--- src/tdrwc_pkg.sv ---
// Shared types and constants of the TDC readout word checker.
package tdrwc_pkg;

  localparam int unsigned WordW     = 32;
  localparam int unsigned BoardW    = 4;
  localparam int unsigned FlagW     = 10;
  localparam int unsigned TrayW     = 7;
  localparam int unsigned PhaseW    = 12;
  localparam int unsigned CountW    = 12;
  localparam int unsigned HalfW     = 8;
  localparam int unsigned RepW      = 10;
  localparam int unsigned CfgIdxW   = 2;
  localparam int unsigned CfgDataW  = 8;
  localparam int unsigned InUserW   = 5;
  localparam int unsigned OutDataW  = 56;
  localparam int unsigned OutUserW  = 3;

  localparam logic [3:0]        NibGeo   = 4'hC;
  localparam logic [3:0]        NibHdr   = 4'h2;
  localparam logic [3:0]        NibSep   = 4'hE;
  localparam logic [3:0]        NibTrg   = 4'hA;
  localparam logic [3:0]        NibData0 = 4'h4;
  localparam logic [3:0]        NibData1 = 4'h5;
  localparam logic [3:0]        NibTerr  = 4'h6;
  localparam logic [WordW-1:0]  TagWord  = 32'hDEAD_FACE;
  localparam logic [23:0]       GeoUpper = 24'hC0_0000;
  localparam logic [7:0]        HdrTop   = 8'h20;
  localparam logic [RepW-1:0]   LongRep  = 10'd1022;
  localparam logic [CountW-1:0] LongCnt  = 12'd1021;
  localparam logic [CountW-1:0] CountMax = 12'hFFF;
  localparam logic [HalfW-1:0]  HalfMax  = 8'hFF;

  // error flag bit positions
  localparam int unsigned FlgRepeat = 0;
  localparam int unsigned FlgBitErr = 1;
  localparam int unsigned FlgHalf   = 2;
  localparam int unsigned FlgSep    = 3;
  localparam int unsigned FlgHdr    = 4;
  localparam int unsigned FlgGeo    = 5;
  localparam int unsigned FlgPhase  = 6;
  localparam int unsigned FlgCount  = 7;
  localparam int unsigned FlgTdcErr = 8;
  localparam int unsigned FlgUnexp  = 9;

  localparam logic [BoardW-1:0] Board1 = 4'd1;
  localparam logic [BoardW-1:0] Board2 = 4'd2;
  localparam logic [BoardW-1:0] Board3 = 4'd3;
  localparam logic [BoardW-1:0] Board4 = 4'd4;
  localparam logic [TrayW-1:0]  TrayExc0 = 7'd121;
  localparam logic [TrayW-1:0]  TrayExc1 = 7'd122;

  localparam logic [CfgIdxW-1:0] RegExp1 = 2'd0;
  localparam logic [CfgIdxW-1:0] RegExp2 = 2'd1;
  localparam logic [CfgIdxW-1:0] RegExp3 = 2'd2;
  localparam logic [CfgIdxW-1:0] RegExp4 = 2'd3;

  typedef enum logic [2:0] {
    CLS_GEO  = 3'd0,
    CLS_HDR  = 3'd1,
    CLS_SEP  = 3'd2,
    CLS_TRG  = 3'd3,
    CLS_TAG  = 3'd4,
    CLS_DATA = 3'd5,
    CLS_TERR = 3'd6,
    CLS_UNEX = 3'd7
  } word_class_e;

  typedef struct packed {
    logic [WordW-1:0]  word;
    logic [BoardW-1:0] board;
    logic              first_of_block;
    logic              last_of_block;
  } in_item_t;

  typedef struct packed {
    word_class_e       cls;
    logic [TrayW-1:0]  tray;
    logic              half;
    logic [PhaseW-1:0] phase;
    logic [RepW-1:0]   rep;
    logic              hdr_top_ok;
    logic              geo_bit_err;
  } decode_t;

  typedef struct packed {
    word_class_e       word_class;
    logic [FlagW-1:0]  error_flags;
    logic [TrayW-1:0]  geo_tray;
    logic              geo_half;
    logic [PhaseW-1:0] phase_offset;
    logic              phase_offset_valid;
    logic [CountW-1:0] actual_count;
    logic [HalfW-1:0]  half_count;
    logic              half_count_wrong;
    logic              summary_valid;
  } result_t;

endpackage

--- src/tdrwc_decode.sv ---
// Word classifier and field extraction.
module tdrwc_decode (
  input  logic [tdrwc_pkg::WordW-1:0] word_i,
  output tdrwc_pkg::decode_t          dec_o
);
  import tdrwc_pkg::*;

  logic [3:0] nib;

  assign nib = word_i[31:28];

  always_comb begin
    if (nib == NibGeo) begin
      dec_o.cls = CLS_GEO;
    end else if (nib == NibHdr) begin
      dec_o.cls = CLS_HDR;
    end else if (nib == NibSep) begin
      dec_o.cls = CLS_SEP;
    end else if (nib == NibTrg) begin
      dec_o.cls = CLS_TRG;
    end else if (word_i == TagWord) begin
      dec_o.cls = CLS_TAG;
    end else if (nib == NibData0 || nib == NibData1) begin
      dec_o.cls = CLS_DATA;
    end else if (nib == NibTerr) begin
      dec_o.cls = CLS_TERR;
    end else begin
      dec_o.cls = CLS_UNEX;
    end
    dec_o.tray        = word_i[7:1];
    dec_o.half        = word_i[0];
    dec_o.phase       = word_i[PhaseW-1:0];
    dec_o.rep         = word_i[17:8];
    dec_o.hdr_top_ok  = (word_i[31:24] == HdrTop);
    dec_o.geo_bit_err = (word_i[31:8] != GeoUpper);
  end

endmodule

--- src/tdrwc_core.sv ---
// Block state, per-word checks and expected-count registers.
module tdrwc_core (
  input  logic                           clk_i,
  input  logic                           rst_ni,
  input  logic                           en_i,
  input  logic                           cfg_we_i,
  input  logic [tdrwc_pkg::CfgIdxW-1:0]  cfg_idx_i,
  input  logic [tdrwc_pkg::CfgDataW-1:0] cfg_data_i,
  input  tdrwc_pkg::in_item_t            item_i,
  input  tdrwc_pkg::decode_t             dec_i,
  output tdrwc_pkg::result_t             res_o
);
  import tdrwc_pkg::*;

  logic [HalfW-1:0]  exp1_q, exp2_q, exp3_q, exp4_q;
  logic              parity_q, parity_d;
  logic [12:0]       ref_phase_q, ref_phase_d;
  logic [WordW-1:0]  prev_q, prev_b;
  logic [CountW-1:0] ism_q, ism_b, ism_inc, ism_d;
  logic [HalfW-1:0]  hs_q, hs_b, hs_d;
  logic [TrayW-1:0]  tray_q, tray_b, tray_d;
  logic              hexp_q, hexp_b, hexp_d;
  logic              sexp_q, sexp_b, sexp_d;
  logic              await_q, await_b, await_d;
  logic [PhaseW-1:0] bph_q, bph_b, bph_d;
  logic [HalfW-1:0]  exp_sel;
  logic              board_known;

  always_comb begin
    ism_b   = item_i.first_of_block ? '0 : ism_q;
    prev_b  = item_i.first_of_block ? '1 : prev_q;
    hs_b    = item_i.first_of_block ? '0 : hs_q;
    tray_b  = item_i.first_of_block ? '0 : tray_q;
    hexp_b  = item_i.first_of_block ? 1'b0 : hexp_q;
    sexp_b  = item_i.first_of_block ? 1'b0 : sexp_q;
    await_b = item_i.first_of_block ? 1'b1 : await_q;
    bph_b   = item_i.first_of_block ? '0 : bph_q;
    ism_inc = (ism_b != CountMax) ? ism_b + 12'd1 : ism_b;

    ism_d       = ism_inc;
    hs_d        = hs_b;
    tray_d      = tray_b;
    hexp_d      = hexp_b;
    sexp_d      = sexp_b;
    await_d     = await_b;
    bph_d       = bph_b;
    parity_d    = parity_q;
    ref_phase_d = ref_phase_q;

    res_o = '0;
    res_o.word_class = dec_i.cls;
    res_o.error_flags[FlgRepeat] = (item_i.word == prev_b);

    case (dec_i.cls)
      CLS_GEO: begin
        ism_d          = '0;
        res_o.geo_tray = dec_i.tray;
        res_o.geo_half = dec_i.half;
        res_o.error_flags[FlgBitErr] = dec_i.geo_bit_err;
        res_o.error_flags[FlgHalf]   = (dec_i.half == parity_q);
        res_o.error_flags[FlgSep]    = sexp_b;
        parity_d = dec_i.half;
        hexp_d   = 1'b1;
        sexp_d   = 1'b1;
        tray_d   = dec_i.tray;
        hs_d     = (hs_b != HalfMax) ? hs_b + 8'd1 : hs_b;
      end
      CLS_HDR: begin
        if (await_b) begin
          bph_d = dec_i.phase;
          if (item_i.board == Board1) begin
            ref_phase_d = {1'b1, dec_i.phase};
          end else begin
            res_o.phase_offset       = ref_phase_q[PhaseW-1:0] - dec_i.phase;
            res_o.phase_offset_valid = 1'b1;
          end
          await_d = 1'b0;
        end else if (tray_b != TrayExc0 && tray_b != TrayExc1) begin
          res_o.error_flags[FlgPhase] = (dec_i.phase != bph_b);
        end
        res_o.error_flags[FlgGeo] = !hexp_b && dec_i.hdr_top_ok;
        hexp_d = 1'b0;
      end
      CLS_SEP: begin
        res_o.actual_count = ism_inc - 12'd1;
        sexp_d = 1'b0;
        if (hexp_b) begin
          res_o.error_flags[FlgHdr] = 1'b1;
          hexp_d = 1'b0;
        end else if (!(dec_i.rep == LongRep && ism_inc == LongCnt)) begin
          res_o.error_flags[FlgCount] = ({2'b00, dec_i.rep} != res_o.actual_count);
        end
        ism_d = '0;
      end
      CLS_TRG: begin
        ism_d = '0;
        res_o.error_flags[FlgHalf] = parity_q;
        res_o.error_flags[FlgSep]  = sexp_b;
        res_o.error_flags[FlgHdr]  = hexp_b;
        parity_d = 1'b0;
        sexp_d   = 1'b0;
        hexp_d   = 1'b0;
      end
      CLS_TAG:  ism_d = '0;
      CLS_DATA: ;
      CLS_TERR: res_o.error_flags[FlgTdcErr] = 1'b1;
      default:  res_o.error_flags[FlgUnexp] = 1'b1;
    endcase

    board_known = 1'b1;
    case (item_i.board)
      Board1:  exp_sel = exp1_q;
      Board2:  exp_sel = exp2_q;
      Board3:  exp_sel = exp3_q;
      Board4:  exp_sel = exp4_q;
      default: begin
        exp_sel     = '0;
        board_known = 1'b0;
      end
    endcase

    res_o.half_count       = hs_d;
    res_o.summary_valid    = item_i.last_of_block;
    res_o.half_count_wrong = item_i.last_of_block && board_known && (hs_d != exp_sel);
  end

  always_ff @(posedge clk_i or negedge rst_ni) begin
    if (!rst_ni) begin
      exp1_q      <= 8'd60;
      exp2_q      <= 8'd62;
      exp3_q      <= 8'd60;
      exp4_q      <= 8'd58;
      parity_q    <= 1'b0;
      ref_phase_q <= '0;
      prev_q      <= '1;
      ism_q       <= '0;
      hs_q        <= '0;
      tray_q      <= '0;
      hexp_q      <= 1'b0;
      sexp_q      <= 1'b0;
      await_q     <= 1'b1;
      bph_q       <= '0;
    end else begin
      if (cfg_we_i) begin
        unique case (cfg_idx_i)
          RegExp1: exp1_q <= cfg_data_i;
          RegExp2: exp2_q <= cfg_data_i;
          RegExp3: exp3_q <= cfg_data_i;
          RegExp4: exp4_q <= cfg_data_i;
          default: ;
        endcase
      end
      if (en_i) begin
        parity_q    <= parity_d;
        ref_phase_q <= ref_phase_d;
        prev_q      <= item_i.word;
        ism_q       <= ism_d;
        hs_q        <= hs_d;
        tray_q      <= tray_d;
        hexp_q      <= hexp_d;
        sexp_q      <= sexp_d;
        await_q     <= await_d;
        bph_q       <= bph_d;
      end
    end
  end

endmodule

--- src/tdrwc_out_reg.sv ---
// Result register on the master side.
module tdrwc_out_reg (
  input  logic                clk_i,
  input  logic                rst_ni,
  input  logic                valid_i,
  output logic                ready_o,
  input  tdrwc_pkg::result_t  res_i,
  output logic                valid_o,
  input  logic                ready_i,
  output tdrwc_pkg::result_t  res_o
);
  import tdrwc_pkg::*;

  logic    valid_q;
  result_t res_q;

  assign ready_o = !valid_q || ready_i;
  assign valid_o = valid_q;
  assign res_o   = res_q;

  always_ff @(posedge clk_i or negedge rst_ni) begin
    if (!rst_ni) begin
      valid_q <= 1'b0;
    end else if (ready_o) begin
      valid_q <= valid_i;
    end
  end

  always_ff @(posedge clk_i) begin
    if (ready_o && valid_i) begin
      res_q <= res_i;
    end
  end

endmodule

--- src/tdc_readout_word_checker_unit.sv ---
// Top level of the TDC readout word checker.
//
//   channel   dir  fields
//   s_axis    in   tdata: word | tuser: board, first_of_block | tlast: last_of_block
//   m_axis    out  tdata: flags, tray, half, offset, offset valid, count, halves,
//                  halves wrong | tuser: word_class | tlast: summary_valid
//   cfg       in   expected half counts of boards 1 to 4, index 0 to 3
//
// One item per clock unless the master side stalls; input register, then result register.
// All checks sit in one combinational pass between the two registers.
// Reset clears block state as a block start would; expected counts return to defaults.
// A stalled master side holds one result and one item, then tready drops.
module tdc_readout_word_checker_unit (
  input  logic                           clk_i,
  input  logic                           rst_ni,
  input  logic                           s_axis_tvalid_i,
  output logic                           s_axis_tready_o,
  input  logic [tdrwc_pkg::WordW-1:0]    s_axis_tdata_i,  // [31:0] word
  input  logic [tdrwc_pkg::InUserW-1:0]  s_axis_tuser_i,  // [3:0] board, [4] first_of_block
  input  logic                           s_axis_tlast_i,
  output logic                           m_axis_tvalid_o,
  input  logic                           m_axis_tready_i,
  // [9:0] error_flags, [16:10] geo_tray, [17] geo_half, [29:18] phase_offset,
  // [30] phase_offset_valid, [42:31] actual_count, [50:43] half_count,
  // [51] half_count_wrong, [55:52] zero
  output logic [tdrwc_pkg::OutDataW-1:0] m_axis_tdata_o,
  output logic [tdrwc_pkg::OutUserW-1:0] m_axis_tuser_o,  // [2:0] word_class
  output logic                           m_axis_tlast_o,
  input  logic                           cfg_we_i,
  input  logic [tdrwc_pkg::CfgIdxW-1:0]  cfg_idx_i,
  input  logic [tdrwc_pkg::CfgDataW-1:0] cfg_data_i
);
  import tdrwc_pkg::*;

  logic     in_valid_q;
  in_item_t in_q;
  logic     out_ready;
  logic     advance;
  decode_t  dec;
  result_t  res, res_out;

  assign advance         = in_valid_q && out_ready;
  assign s_axis_tready_o = !in_valid_q || out_ready;

  always_ff @(posedge clk_i or negedge rst_ni) begin
    if (!rst_ni) begin
      in_valid_q <= 1'b0;
    end else if (s_axis_tready_o) begin
      in_valid_q <= s_axis_tvalid_i;
    end
  end

  always_ff @(posedge clk_i) begin
    if (s_axis_tready_o && s_axis_tvalid_i) begin
      in_q.word           <= s_axis_tdata_i;
      in_q.board          <= s_axis_tuser_i[3:0];
      in_q.first_of_block <= s_axis_tuser_i[4];
      in_q.last_of_block  <= s_axis_tlast_i;
    end
  end

  tdrwc_decode u_decode (
    .word_i (in_q.word),
    .dec_o  (dec)
  );

  tdrwc_core u_core (
    .clk_i      (clk_i),
    .rst_ni     (rst_ni),
    .en_i       (advance),
    .cfg_we_i   (cfg_we_i),
    .cfg_idx_i  (cfg_idx_i),
    .cfg_data_i (cfg_data_i),
    .item_i     (in_q),
    .dec_i      (dec),
    .res_o      (res)
  );

  tdrwc_out_reg u_out_reg (
    .clk_i   (clk_i),
    .rst_ni  (rst_ni),
    .valid_i (in_valid_q),
    .ready_o (out_ready),
    .res_i   (res),
    .valid_o (m_axis_tvalid_o),
    .ready_i (m_axis_tready_i),
    .res_o   (res_out)
  );

  assign m_axis_tdata_o = {4'b0000,
                           res_out.half_count_wrong,
                           res_out.half_count,
                           res_out.actual_count,
                           res_out.phase_offset_valid,
                           res_out.phase_offset,
                           res_out.geo_half,
                           res_out.geo_tray,
                           res_out.error_flags};
  assign m_axis_tuser_o = res_out.word_class;
  assign m_axis_tlast_o = res_out.summary_valid;

endmodule

--- config.mk ---
export PLATFORM = sky130hd
export DESIGN_NAME = tdc_readout_word_checker_unit
export DESIGN_NICKNAME = d
export VERILOG_FILES = /design/src/tdrwc_pkg.sv /design/src/tdrwc_decode.sv /design/src/tdrwc_core.sv /design/src/tdrwc_out_reg.sv /design/src/tdc_readout_word_checker_unit.sv
export SDC_FILE = /design/constraint.sdc
export NUM_CORES = 1
export LEC_CHECK = 0
export ABC_AREA = 1
export BUFFER_PORTS_ARGS = -buffer_cell sky130_fd_sc_hd__buf_2
export CAP_MARGIN = 0
export CELL_PAD_IN_SITES_DETAIL_PLACEMENT = 1
export CELL_PAD_IN_SITES_GLOBAL_PLACEMENT = 1
export CORE_AREA = 2 2 157 159
export CTS_BUF_LIST = sky130_fd_sc_hd__clkbuf_2 sky130_fd_sc_hd__clkbuf_4 sky130_fd_sc_hd__clkbuf_8
export CTS_CLUSTER_DIAMETER = 100
export CTS_CLUSTER_SIZE = 20
export DETAILED_ROUTE_END_ITERATION = 10
export DIE_AREA = 0 0 159 161
export GPL_ROUTABILITY_DRIVEN = 0
export PLACE_DENSITY = 0.86
export SLEW_MARGIN = 20
export SYNTH_ARGS = -nofsm -noshare
export SYNTH_HDL_FRONTEND = slang
export SYNTH_SLANG_ARGS = --single-unit
--- constraint.sdc ---
create_clock -name clk_i -period 4.1 [get_ports clk_i]
set_input_delay 0.41 -clock clk_i [delete_from_list [all_inputs] [get_ports clk_i]]
set_output_delay 0.41 -clock clk_i [all_outputs]
set_load 0.01 [all_outputs]
==> results.yml, run 1 <==
global_routing:
  grt_max_degree: 80
  grt_use_total: 0.244
  grt.overflow.total: 0
  grt_pass1_wl_um: 50500
  grt_pass1_vias: 9431
  antenna_found_initial: 1
setup_path:
  endpoint_kind: "flip-flop"
  slowest_delay_ns: 0.59
  path_cells: "inv_4 -> buf_4 -> nand3_1 -> nor2_4 -> nand4_1 -> nand2_2 -> inv_1 -> nor2_2 -> nand2_1 -> nand2_1 -> nand2_1 -> nand2_1 -> nand2_1 -> nor2_1 -> nand3_1 -> nor2_1 -> nor2_1"
  arrival_ns: 3.67
  cp_max_fo: 36
  cp_slowest_cell: "edfxtp_1"
  cpMostUsedCell: "nand2_1"
  crit_type: "flip-flop to flip-flop"
  critPathLaunchType: "flip-flop"
  worst_ep_required_time_ns: 4.40
  r2r_slack_ns: 0.73
clock_tree:
  tritoncts: "yes"
  cts_buffer_depth: 3
  htreeDepth: 1
  cts_setup_buffers: 0
  cts.sinks: 215
  clk_root_buffer_cell: "clkbuf_8"
  post_cts_resized: 0
  numCtsBuffers: 14
  clk_latency_ns: 0.54
  clkSlewWorstSetupHoldPaths_ns: 0.14
logic_synthesis:
  syn_avg_cell_area_sq_um: 9.05
  mappedNetlistArea_sq_mm: 0.0110
  ys_ff_latch: 215
  synthCells: 1217
  synth.area.top_cells: "edfxtp_1 26%, dfrtp_1 16%, dfstp_2 12%"
  yosysTopAreaCell: "edfxtp_1"
  synth_cell_types: 54
  ys_seq_area_frac: 0.537
  yosysTopAreaCellShare: 0.256
  ys_warn_count: 0
detailed_routing:
  drt-initial-drc-count: 634
  via_per_inst: 5.46
  dr.pass1.iters: 5
  vias: 8975
  wirelength_um: 30600
  drc: 0
  post_drt_wl_per_cell_um: 18.6
  detail-route-antenna-nets: 0
floorplanning:
  dieWidth_um: 159
  rows: 57
  start_util: 0.459
  core_region_area_sq_mm: 0.0240
  ios: 115
  dieArea_sq_mm: 0.0256
  die_height_um: 161
timing:
  tightestPinTransition_ns: 1.03
  drv_slew: 0
  fin_crit_ns: 3.37
  whs_ns: 0.0366
  layout_setup_ws_ns: 0.732
  rsz0062_at_grt: "false"
  hold_viol_final: 0
  clock_skew_ns: 0.0227
  max_slew_margin: 0.313
  clock.fmax_ghz: 0.297
  fin_crit_sh: 0.821
  setup_viol: 0
  fin_setup_tns_ns: 0
power:
  p_leak_nw: 5.31
  power_w: 0.00523
  power.density_mw_per_mm2: 431
  ir_drop_v: 0.000297
run_status:
  status: "completed"
place:
  portBuffers: 110
  dp_slack_ns: 0.863
  hpwl_um: 22200
job:
  drv_cap: 0
layout:
  layout.nets: 1378
  drive_above_1_share: 0.181
  syn_to_final_growth_pct: 10.2
worst_hold_path:
  min_path_type: "input pin to flip-flop"
## path summary, 6_finish.rpt
check,start,end,depth (start not counted)
setup / recovery,in_q[1]$_DFFE_PP_,u_out_reg.res_o[50]$_SDFFCE_PP0P_,17
hold / removal,s_axis_tdata_i[20],in_q[26]$_DFFE_PP_,1
setup reg to reg,in_q[1]$_DFFE_PP_,u_out_reg.res_o[50]$_SDFFCE_PP0P_,17
hold reg to reg,u_core.prev_q[20]$_DFFE_PN1P_,u_core.prev_q[20]$_DFFE_PN1P_,2
max in group asynchronous,rst_ni,u_core.prev_q[2]$_DFFE_PN1P_,3
min in group asynchronous,rst_ni,u_core.ism_q[11]$_DFFE_PN0P_,2
## area by class of cell
type	count	area, sq um
inverter	119	452
multi-input combinational	838	4420
antenna	1	2.50
fill	2883	11800
sequential	215	5910
clock buffer	24	287
tap	324	405
timing repair buffer	123	653
## power breakdown
group          switching [W]  internal, W
clock network       0.000695     0.000445
registers           0.000230      0.00269
logic               0.000778     0.000393
## critical path: cells and delay by family (launching register included)
| kind | cells | cell delay [ns] |
|---|---|---|
| buffers and inverters | 3 | 0.70 |
| DFF | 1 | 0.59 |
| and+or+nand+nor | 14 | 1.85 |
## cell usage after synthesis (all sizes together)
master	n
o31ai	2
a221oi	5
o21a	1
o41ai	1
a22oi	3
xor2	50
nand3	84
buf	17
nand2	268
a31oi	2
a21boi	1
a21oi	37
o21ai	108
fa	1
o22ai	11
or2	1
inv	113
o2111ai	2
conb	1
o22a	12
nor3	21
ha	13
a21o	2
nand4	30
o21bai	3
nor4	11
nand3b	1
dfstp	50
a211oi	13
xnor2	8
edfxtp	94
clkinv	6
dfrtp	71
clkbuf	31
or4	1
nor2	142
## metal layers
layer	share of wire	global-route usage	vias to the layer above
li1	-	-	4260
met1	0.43	0.325	4467
met2	0.49	0.422	198
met3	0.049	0.0347	50
met4	0.023	0.0603	0
met5	0	0	-
## flip-flops by register name, summed over array words and instances, names as in the netlist
register / flops
u_core.exp2_q: 8
u_core.exp1_q: 8
u_out_reg.res_o: 56
u_core.sexp_q: 1
u_core.ism_q: 12
u_core.hs_q: 8
u_out_reg.valid_o: 1
u_core.ref_phase_q: 12
u_core.prev_q: 32
u_core.exp3_q: 8
in_valid_q: 1
u_core.tray_q: 7
u_core.exp4_q: 8
in_q: 38
u_core.bph_q: 12
u_core.hexp_q: 1
u_core.parity_q: 1
u_core.await_q: 1
## layout by cell type (no fill, tap or decap), types with 4 or more instances in the layout
cell / n
a211oi_1: 13
a21oi_1: 37
a221oi_1: 5
buf_2: 109
buf_4: 13
clkbuf_4: 7
clkbuf_8: 17
clkinv_1: 5
conb_1: 4
dfrtp_1: 71
dfstp_2: 50
edfxtp_1: 94
ha_1: 13
inv_1: 105
inv_2: 7
nand2_1: 259
nand2_2: 8
nand3_1: 80
nand4_1: 28
nor2_1: 132
nor2_2: 6
nor3_1: 16
nor4_1: 11
o21ai_0: 107
o22a_1: 12
o22ai_1: 11
xnor2_1: 8
xor2_1: 47
## what timing repair did
| item | 4_1_cts | 5_1_grt |
|---|---|---|
| endpoints found under the hold margin | 31 | 0 |
| endpoints found under the setup margin | 0 | 0 |
| hold buffers | 1 | 0 |
## cell families (layout without fill, tap and decap cells)
kind of cell | after synthesis | after routing | synth area share
AOI/OAI and AO/OA | 203 | 203 | 0.106
xor gates and xnor gates | 58 | 58 | 0.0482
adders and majority gates | 14 | 14 | 0.0166
buffers and inverters | 167 | 266 | 0.0631
DFF | 215 | 215 | 0.537
other | 1 | 5 | 0.000341
and+or+nand+nor | 559 | 559 | 0.228
## metrics by stage
| stage | cell area [sq um] | instances | util |
|---|---|---|---|
| final | 12100 | 1644 | 0.506 |
| after global routing | 12100 | 1643 | 0.506 |
| after CTS | 12100 | 1643 | 0.506 |
| after detailed placement | 11800 | 1618 | 0.494 |
| after global placement | 11800 | 1618 | 0.494 |
| after floorplan | 11000 | 1220 | - |
Power figures use the tool's default switching activity.
==> run 2, diff against run 1 <==
==> constraint.sdc (replaced) <==
create_clock -name clk_i -period 3.5 [get_ports clk_i]
set_input_delay 0.35 -clock clk_i [delete_from_list [all_inputs] [get_ports clk_i]]
set_output_delay 0.35 -clock clk_i [all_outputs]
set_load 0.01 [all_outputs]
==> results.yml, run 2 (synthesis gave the netlist of run 1 again) <==
power:
  power.density_mw_per_mm2: 490
  p_leak_nw: 5.47
  power_w: 0.00612
  ir_drop_v: 0.000370
setup_path:
  critPathLaunchType: "flip-flop"
  worst_ep_required_time_ns: 3.81
  slowest_delay_ns: 0.45
  rr_startpoint: "in_q[1]$_DFFE_PP_"
  crit_type: "flip-flop to flip-flop"
  r2r_slack_ns: 0.42
  reg2reg_to: "u_out_reg.res_o[50]$_SDFFCE_PP0P_"
  cp-endpoint: "u_out_reg.res_o[50]$_SDFFCE_PP0P_"
  path_depth: 19
  cp_slowest_cell: "edfxtp_1"
  path_cells: "inv_4 -> nand2_4 -> inv_1 -> ha_1 -> nand3_4 -> nor2_4 -> nand4_1 -> nand2_2 -> inv_1 -> nor2_2 -> nand2_1 -> nand2_1 -> nand2_1 -> nand2_1 -> nand2_1 -> nor2_1 -> nand3_1 -> nor2_1 -> nor2_1"
  cp_max_fo: 15
  worstRegToRegCells: 19
  path_buf_inv: 3
  endpoint_kind: "flip-flop"
  crit_start: "in_q[1]$_DFFE_PP_"
  cpMostUsedCell: "nand2_1"
  arrival_ns: 3.39
  critical_path.top_delay_family: "simple AND/OR/NAND/NOR gates"
global_routing:
  use_met1: 0.319
  antenna_found_initial: 1
  grt_pass1_vias: 9754
  grt_use_met3: 0.0347
  grt_max_degree: 80
  grt_use_total: 0.250
  grt_busiest_layer: "met2"
  grt_pass1_wl_um: 51700
  use_met2: 0.450
  grt.overflow.total: 0
timing:
  fin_crit_sh: 0.880
  drv_slew: 0
  max_slew_margin: 0.334
  whs_ns: 0.0169
  rsz0062_at_grt: "false"
  hold_viol_final: 0
  setup_viol: 0
  tightestPinTransition_ns: 0.998
  fin_setup_tns_ns: 0
  clock_skew_ns: 0.0262
  clock.fmax_ghz: 0.325
  fin_crit_ns: 3.08
layout:
  layout.nets: 1419
  drive_above_1_share: 0.179
  final_cell_count_no_fill: 1685
  fill_cells: 2887
  largest_reg_flops: 56
  syn_to_final_growth_pct: 13.5
  final_cell_mix: "259 x nand2_1, 132 x nor2_1, 109 x buf_2, 107 x o21ai_0, 105 x inv_1"
  final_common_cell: "nand2_1"
floorplanning:
  core_region_area_sq_mm: 0.0240
  dieWidth_um: 159
  ios: 115
  die_height_um: 161
  rows: 57
  start_util: 0.459
  dieArea_sq_mm: 0.0256
clock_tree:
  cts.sinks: 215
  cts_setup_buffers: 0
  post_cts_resized: 0
  cts_buffer_depth: 3
  clk_root_buffer_cell: "clkbuf_8"
  tritoncts: "yes"
  clk_latency_ns: 0.55
  htreeDepth: 1
  numCtsBuffers: 14
  clkSlewWorstSetupHoldPaths_ns: 0.13
job:
  drv_cap: 0
detailed_routing:
  drc: 0
  detail-route-antenna-nets: 0
  via_per_inst: 5.51
  post_drt_wl_per_cell_um: 18.7
  vias: 9288
  drt-initial-drc-count: 455
  dr.pass1.iters: 5
  wirelength_um: 31500
place:
  hpwl_um: 22700
  portBuffers: 110
  dp_cells: 1624
worst_hold_path:
  min_path_type: "input pin to flip-flop"
run_status:
  status: "completed"
[run 2: report_power, final]
part | total (W) | leakage, nW | switching [W] | internal [W]
sequential | 0.00343 | 2.36 | 0.000272 | 0.00315
combinational | 0.00141 | 2.97 | 0.000917 | 0.000490
clock | 0.00129 | 0.143 | 0.000831 | 0.000462
total | 0.00612 | 5.47 | 0.00202 | 0.00411
[run 2: worst min-delay path by stage]
stage	slack (ns)	startpoint	cells past startpoint	end
global placement	0.43	rst_ni	1	u_core.ism_q[9]$_DFFE_PN0P_
detailed placement	0.44	rst_ni	1	u_core.ism_q[6]$_DFFE_PN0P_
floorplan	0.05	rst_ni	0	in_valid_q$_DFFE_PN0N_
global route	0.002	s_axis_tdata_i[13]	1	in_q[19]$_DFFE_PP_
CTS	0.0007	s_axis_tdata_i[13]	1	in_q[19]$_DFFE_PP_
finish	0.02	s_axis_tdata_i[13]	1	in_q[19]$_DFFE_PP_
[run 2: repair_timing]
| action | in CTS | in global routing |
|---|---|---|
| setup endpoints to repair | 0 | 0 |
| hold endpoints to repair | 62 | 0 |
| hold buffers | 36 | 0 |
[run 2: final cells by class]
cell class              count  area [sq um]  share of cell area
flip-flops and latches    215          5910               0.473
clock buffers              21           245              0.0196
multi-input cells         838          4420               0.353
repair buffers            164          1050              0.0839
well taps                 324           405              0.0324
inverters                 119           452              0.0361
diodes                      1          2.50            0.000200
clock inverters             3          17.5             0.00140
[run 2: layer usage]
metal / vias to the layer above / wire length (um)
met5: - / 0
li1: 4362 / -
met3: 44 / 1420
met1: 4661 / 13300
met2: 221 / 16100
met4: 0 / 702
[run 2: stage by stage]
step                setup WS, ns  area (sq um)   util
detailed placement         0.422         11900  0.496
CTS                        0.416         12500  0.522
global route              0.0873         12500  0.522
global placement           0.537         11900  0.496
finish                     0.420         12500  0.522
floorplan                  0.335         11000      -
==> run 3, diff against run 2 <==
--- a/config.mk
+++ b/config.mk
@@ -10,14 +10,15 @@
 export CAP_MARGIN = 0
 export CELL_PAD_IN_SITES_DETAIL_PLACEMENT = 1
 export CELL_PAD_IN_SITES_GLOBAL_PLACEMENT = 1
-export CORE_AREA = 2 2 157 159
+export CORE_AREA = 2 2 149 166
 export CTS_BUF_LIST = sky130_fd_sc_hd__clkbuf_2 sky130_fd_sc_hd__clkbuf_4 sky130_fd_sc_hd__clkbuf_8
 export CTS_CLUSTER_DIAMETER = 100
 export CTS_CLUSTER_SIZE = 20
 export DETAILED_ROUTE_END_ITERATION = 10
-export DIE_AREA = 0 0 159 161
+export DIE_AREA = 0 0 151 168
 export GPL_ROUTABILITY_DRIVEN = 0
-export PLACE_DENSITY = 0.86
+export PLACE_DENSITY = 0.87
+export REMOVE_ABC_BUFFERS = 1
 export SLEW_MARGIN = 20
 export SYNTH_ARGS = -nofsm -noshare
 export SYNTH_HDL_FRONTEND = slang
==> results.yml, run 3 (synthesis gave the netlist of run 1 again) <==
detailed_routing:
  via_per_inst: 5.51
  vias: 9225
  detail-route-antenna-nets: 0
  wirelength_um: 31200
  drt-initial-drc-count: 485
  post_drt_wl_per_cell_um: 18.6
  drc: 0
  dr.pass1.iters: 5
timing:
  drv_slew: 0
  setup_viol: 0
  rsz0062_at_grt: "false"
  fin_setup_tns_ns: 0
  max_slew_margin: 0.487
  whs_ns: 0.0231
  layout_setup_ws_ns: 0.410
  tightestPinTransition_ns: 0.769
  clock.fmax_ghz: 0.324
  fin_crit_ns: 3.09
  hold_viol_final: 0
  fin_crit_sh: 0.883
  clock_skew_ns: 0.0230
run_status:
  status: "completed"
setup_path:
  reg2reg_to: "u_out_reg.res_o[50]$_SDFFCE_PP0P_"
  r2r_slack_ns: 0.41
  slowest_delay_ns: 0.45
  cp_max_fo: 15
  critPathLaunchType: "flip-flop"
  crit_type: "flip-flop to flip-flop"
  critical_path.top_delay_family: "simple AND/OR/NAND/NOR gates"
  endpoint_kind: "flip-flop"
  rr_startpoint: "in_q[1]$_DFFE_PP_"
  path_buf_inv: 2
  cp_slowest_cell: "edfxtp_1"
  path_cells: "inv_4 -> nand2_4 -> inv_1 -> ha_1 -> nand4_1 -> xor2_1 -> nand3_1 -> nor2_1 -> nand2_1 -> nand2_1 -> nand2_1 -> nand2_1 -> nand2_1 -> nor2_1 -> nand3_1 -> nor2_1 -> nor2_1"
  worstRegToRegCells: 17
  worst_ep_required_time_ns: 3.81
  arrival_ns: 3.40
  cpMostUsedCell: "nand2_1"
power:
  intPower_w: 0.00414
  clkPwrFrac: 0.214
  p_leak_nw: 5.49
  power.density_mw_per_mm2: 491
  pwr-share-seq: 0.555
  power_w: 0.00615
  share_comb_of_total_power: 0.230
  ir_drop_v: 0.000402
  p_sw_w: 0.00201
  power.switching_fraction: 0.327
floorplanning:
  dieWidth_um: 151
  die_height_um: 168
  ios: 115
  rows: 60
  start_util: 0.461
  dieArea_sq_mm: 0.0254
  core_region_area_sq_mm: 0.0239
layout:
  final_cell_count_no_fill: 1673
  final_common_cell: "nand2_1"
  layout.nets: 1422
  syn_to_final_growth_pct: 13.7
  largest_reg_flops: 56
  final_cell_mix: "259 x nand2_1, 132 x nor2_1, 109 x buf_2, 107 x o21ai_0, 106 x inv_1"
  n_antenna_cell: 0
  drive_above_1_share: 0.180
global_routing:
  grt_pass1_wl_um: 50800
  grt_use_total: 0.252
  antenna_found_initial: 0
  grt.overflow.total: 0
  grt_max_degree: 80
  grt_pass1_vias: 9819
place:
  portBuffers: 110
  hpwl_um: 21900
  dp_cells: 1613
  dp_slack_ns: 0.373
worst_hold_path:
  min_to: "in_q[11]$_DFFE_PP_"
  min_path_type: "input pin to flip-flop"
  whs_path_depth: 1
  min_from: "s_axis_tdata_i[5]"
clock_tree:
  clkSlewWorstSetupHoldPaths_ns: 0.13
  tritoncts: "yes"
  cts.sinks: 215
  clk_latency_ns: 0.54
  cts_buffer_depth: 3
  htreeDepth: 1
  numCtsBuffers: 14
  clk_root_buffer_cell: "clkbuf_8"
job:
  drv_cap: 0
-- run 3: per-stage QoR --
stage,utilization,cell area (sq um)
2_1_floorplan,-,10800
3_3_place_gp,0.498,11900
3_5_place_dp,0.498,11900
4_1_cts,0.524,12500
5_1_grt,0.524,12500
6_report,0.524,12500
-- run 3: power by group through the flow --
| stage | Combinational [W] | Clock (W) | Sequential, W |
|---|---|---|---|
| 4_1_cts | 0.00141 | 0.00134 | 0.00341 |
| 3_5_place_dp | 0.00138 | 0 | 0.00346 |
| 6_report | 0.00142 | 0.00132 | 0.00341 |
| 2_1_floorplan | 0.000886 | 0 | 0.00344 |
| 3_3_place_gp | 0.00130 | 0 | 0.00343 |
| 5_1_grt | 0.00160 | 0.00142 | 0.00347 |
-- run 3: layout make-up --
class / instances / area [sq um]
repair buffers: 167 / 1070
inverters: 119 / 452
flip-flops and latches: 215 / 5910
fillers: 2857 / 11400
well taps: 310 / 388
clock inverters: 1 / 7.51
multi-input cells: 838 / 4420
clock buffers: 23 / 267
-- run 3: worst max-delay path by stage --
stage                                             start                                 to  slack, ns  cells after the start
after floorplan           u_out_reg.valid_o$_DFFE_PN0P_  u_core.ref_phase_q[0]$_DFFE_PN0P_      -2.17                      5
after global placement                in_q[1]$_DFFE_PP_  u_out_reg.res_o[50]$_SDFFCE_PP0P_       0.50                     19
after detailed placement              in_q[1]$_DFFE_PP_  u_out_reg.res_o[50]$_SDFFCE_PP0P_       0.37                     19
after CTS                             in_q[1]$_DFFE_PP_  u_out_reg.res_o[50]$_SDFFCE_PP0P_       0.35                     19
after global routing                  in_q[1]$_DFFE_PP_  u_out_reg.res_o[50]$_SDFFCE_PP0P_       0.04                     17
final                                 in_q[1]$_DFFE_PP_  u_out_reg.res_o[50]$_SDFFCE_PP0P_       0.41                     17
-- run 3: per-layer routing --
metal / track usage / vias to the layer above / wire (um)
met5: 0 / - / 0
met3: 0.0301 / 81 / 1200
li1: - / 4347 / -
met1: 0.323 / 4595 / 13100
met4: 0.0951 / 0 / 1160
met2: 0.436 / 202 / 15700
-- run 3: timing repair --
item | 4_1_cts | 5_1_grt
setup buffers | 0 | 0
hold endpoints to repair | 68 | 0
gates resized for setup | 0 | 1
endpoints found under the setup margin | 0 | 1
hold buffers | 36 | 0
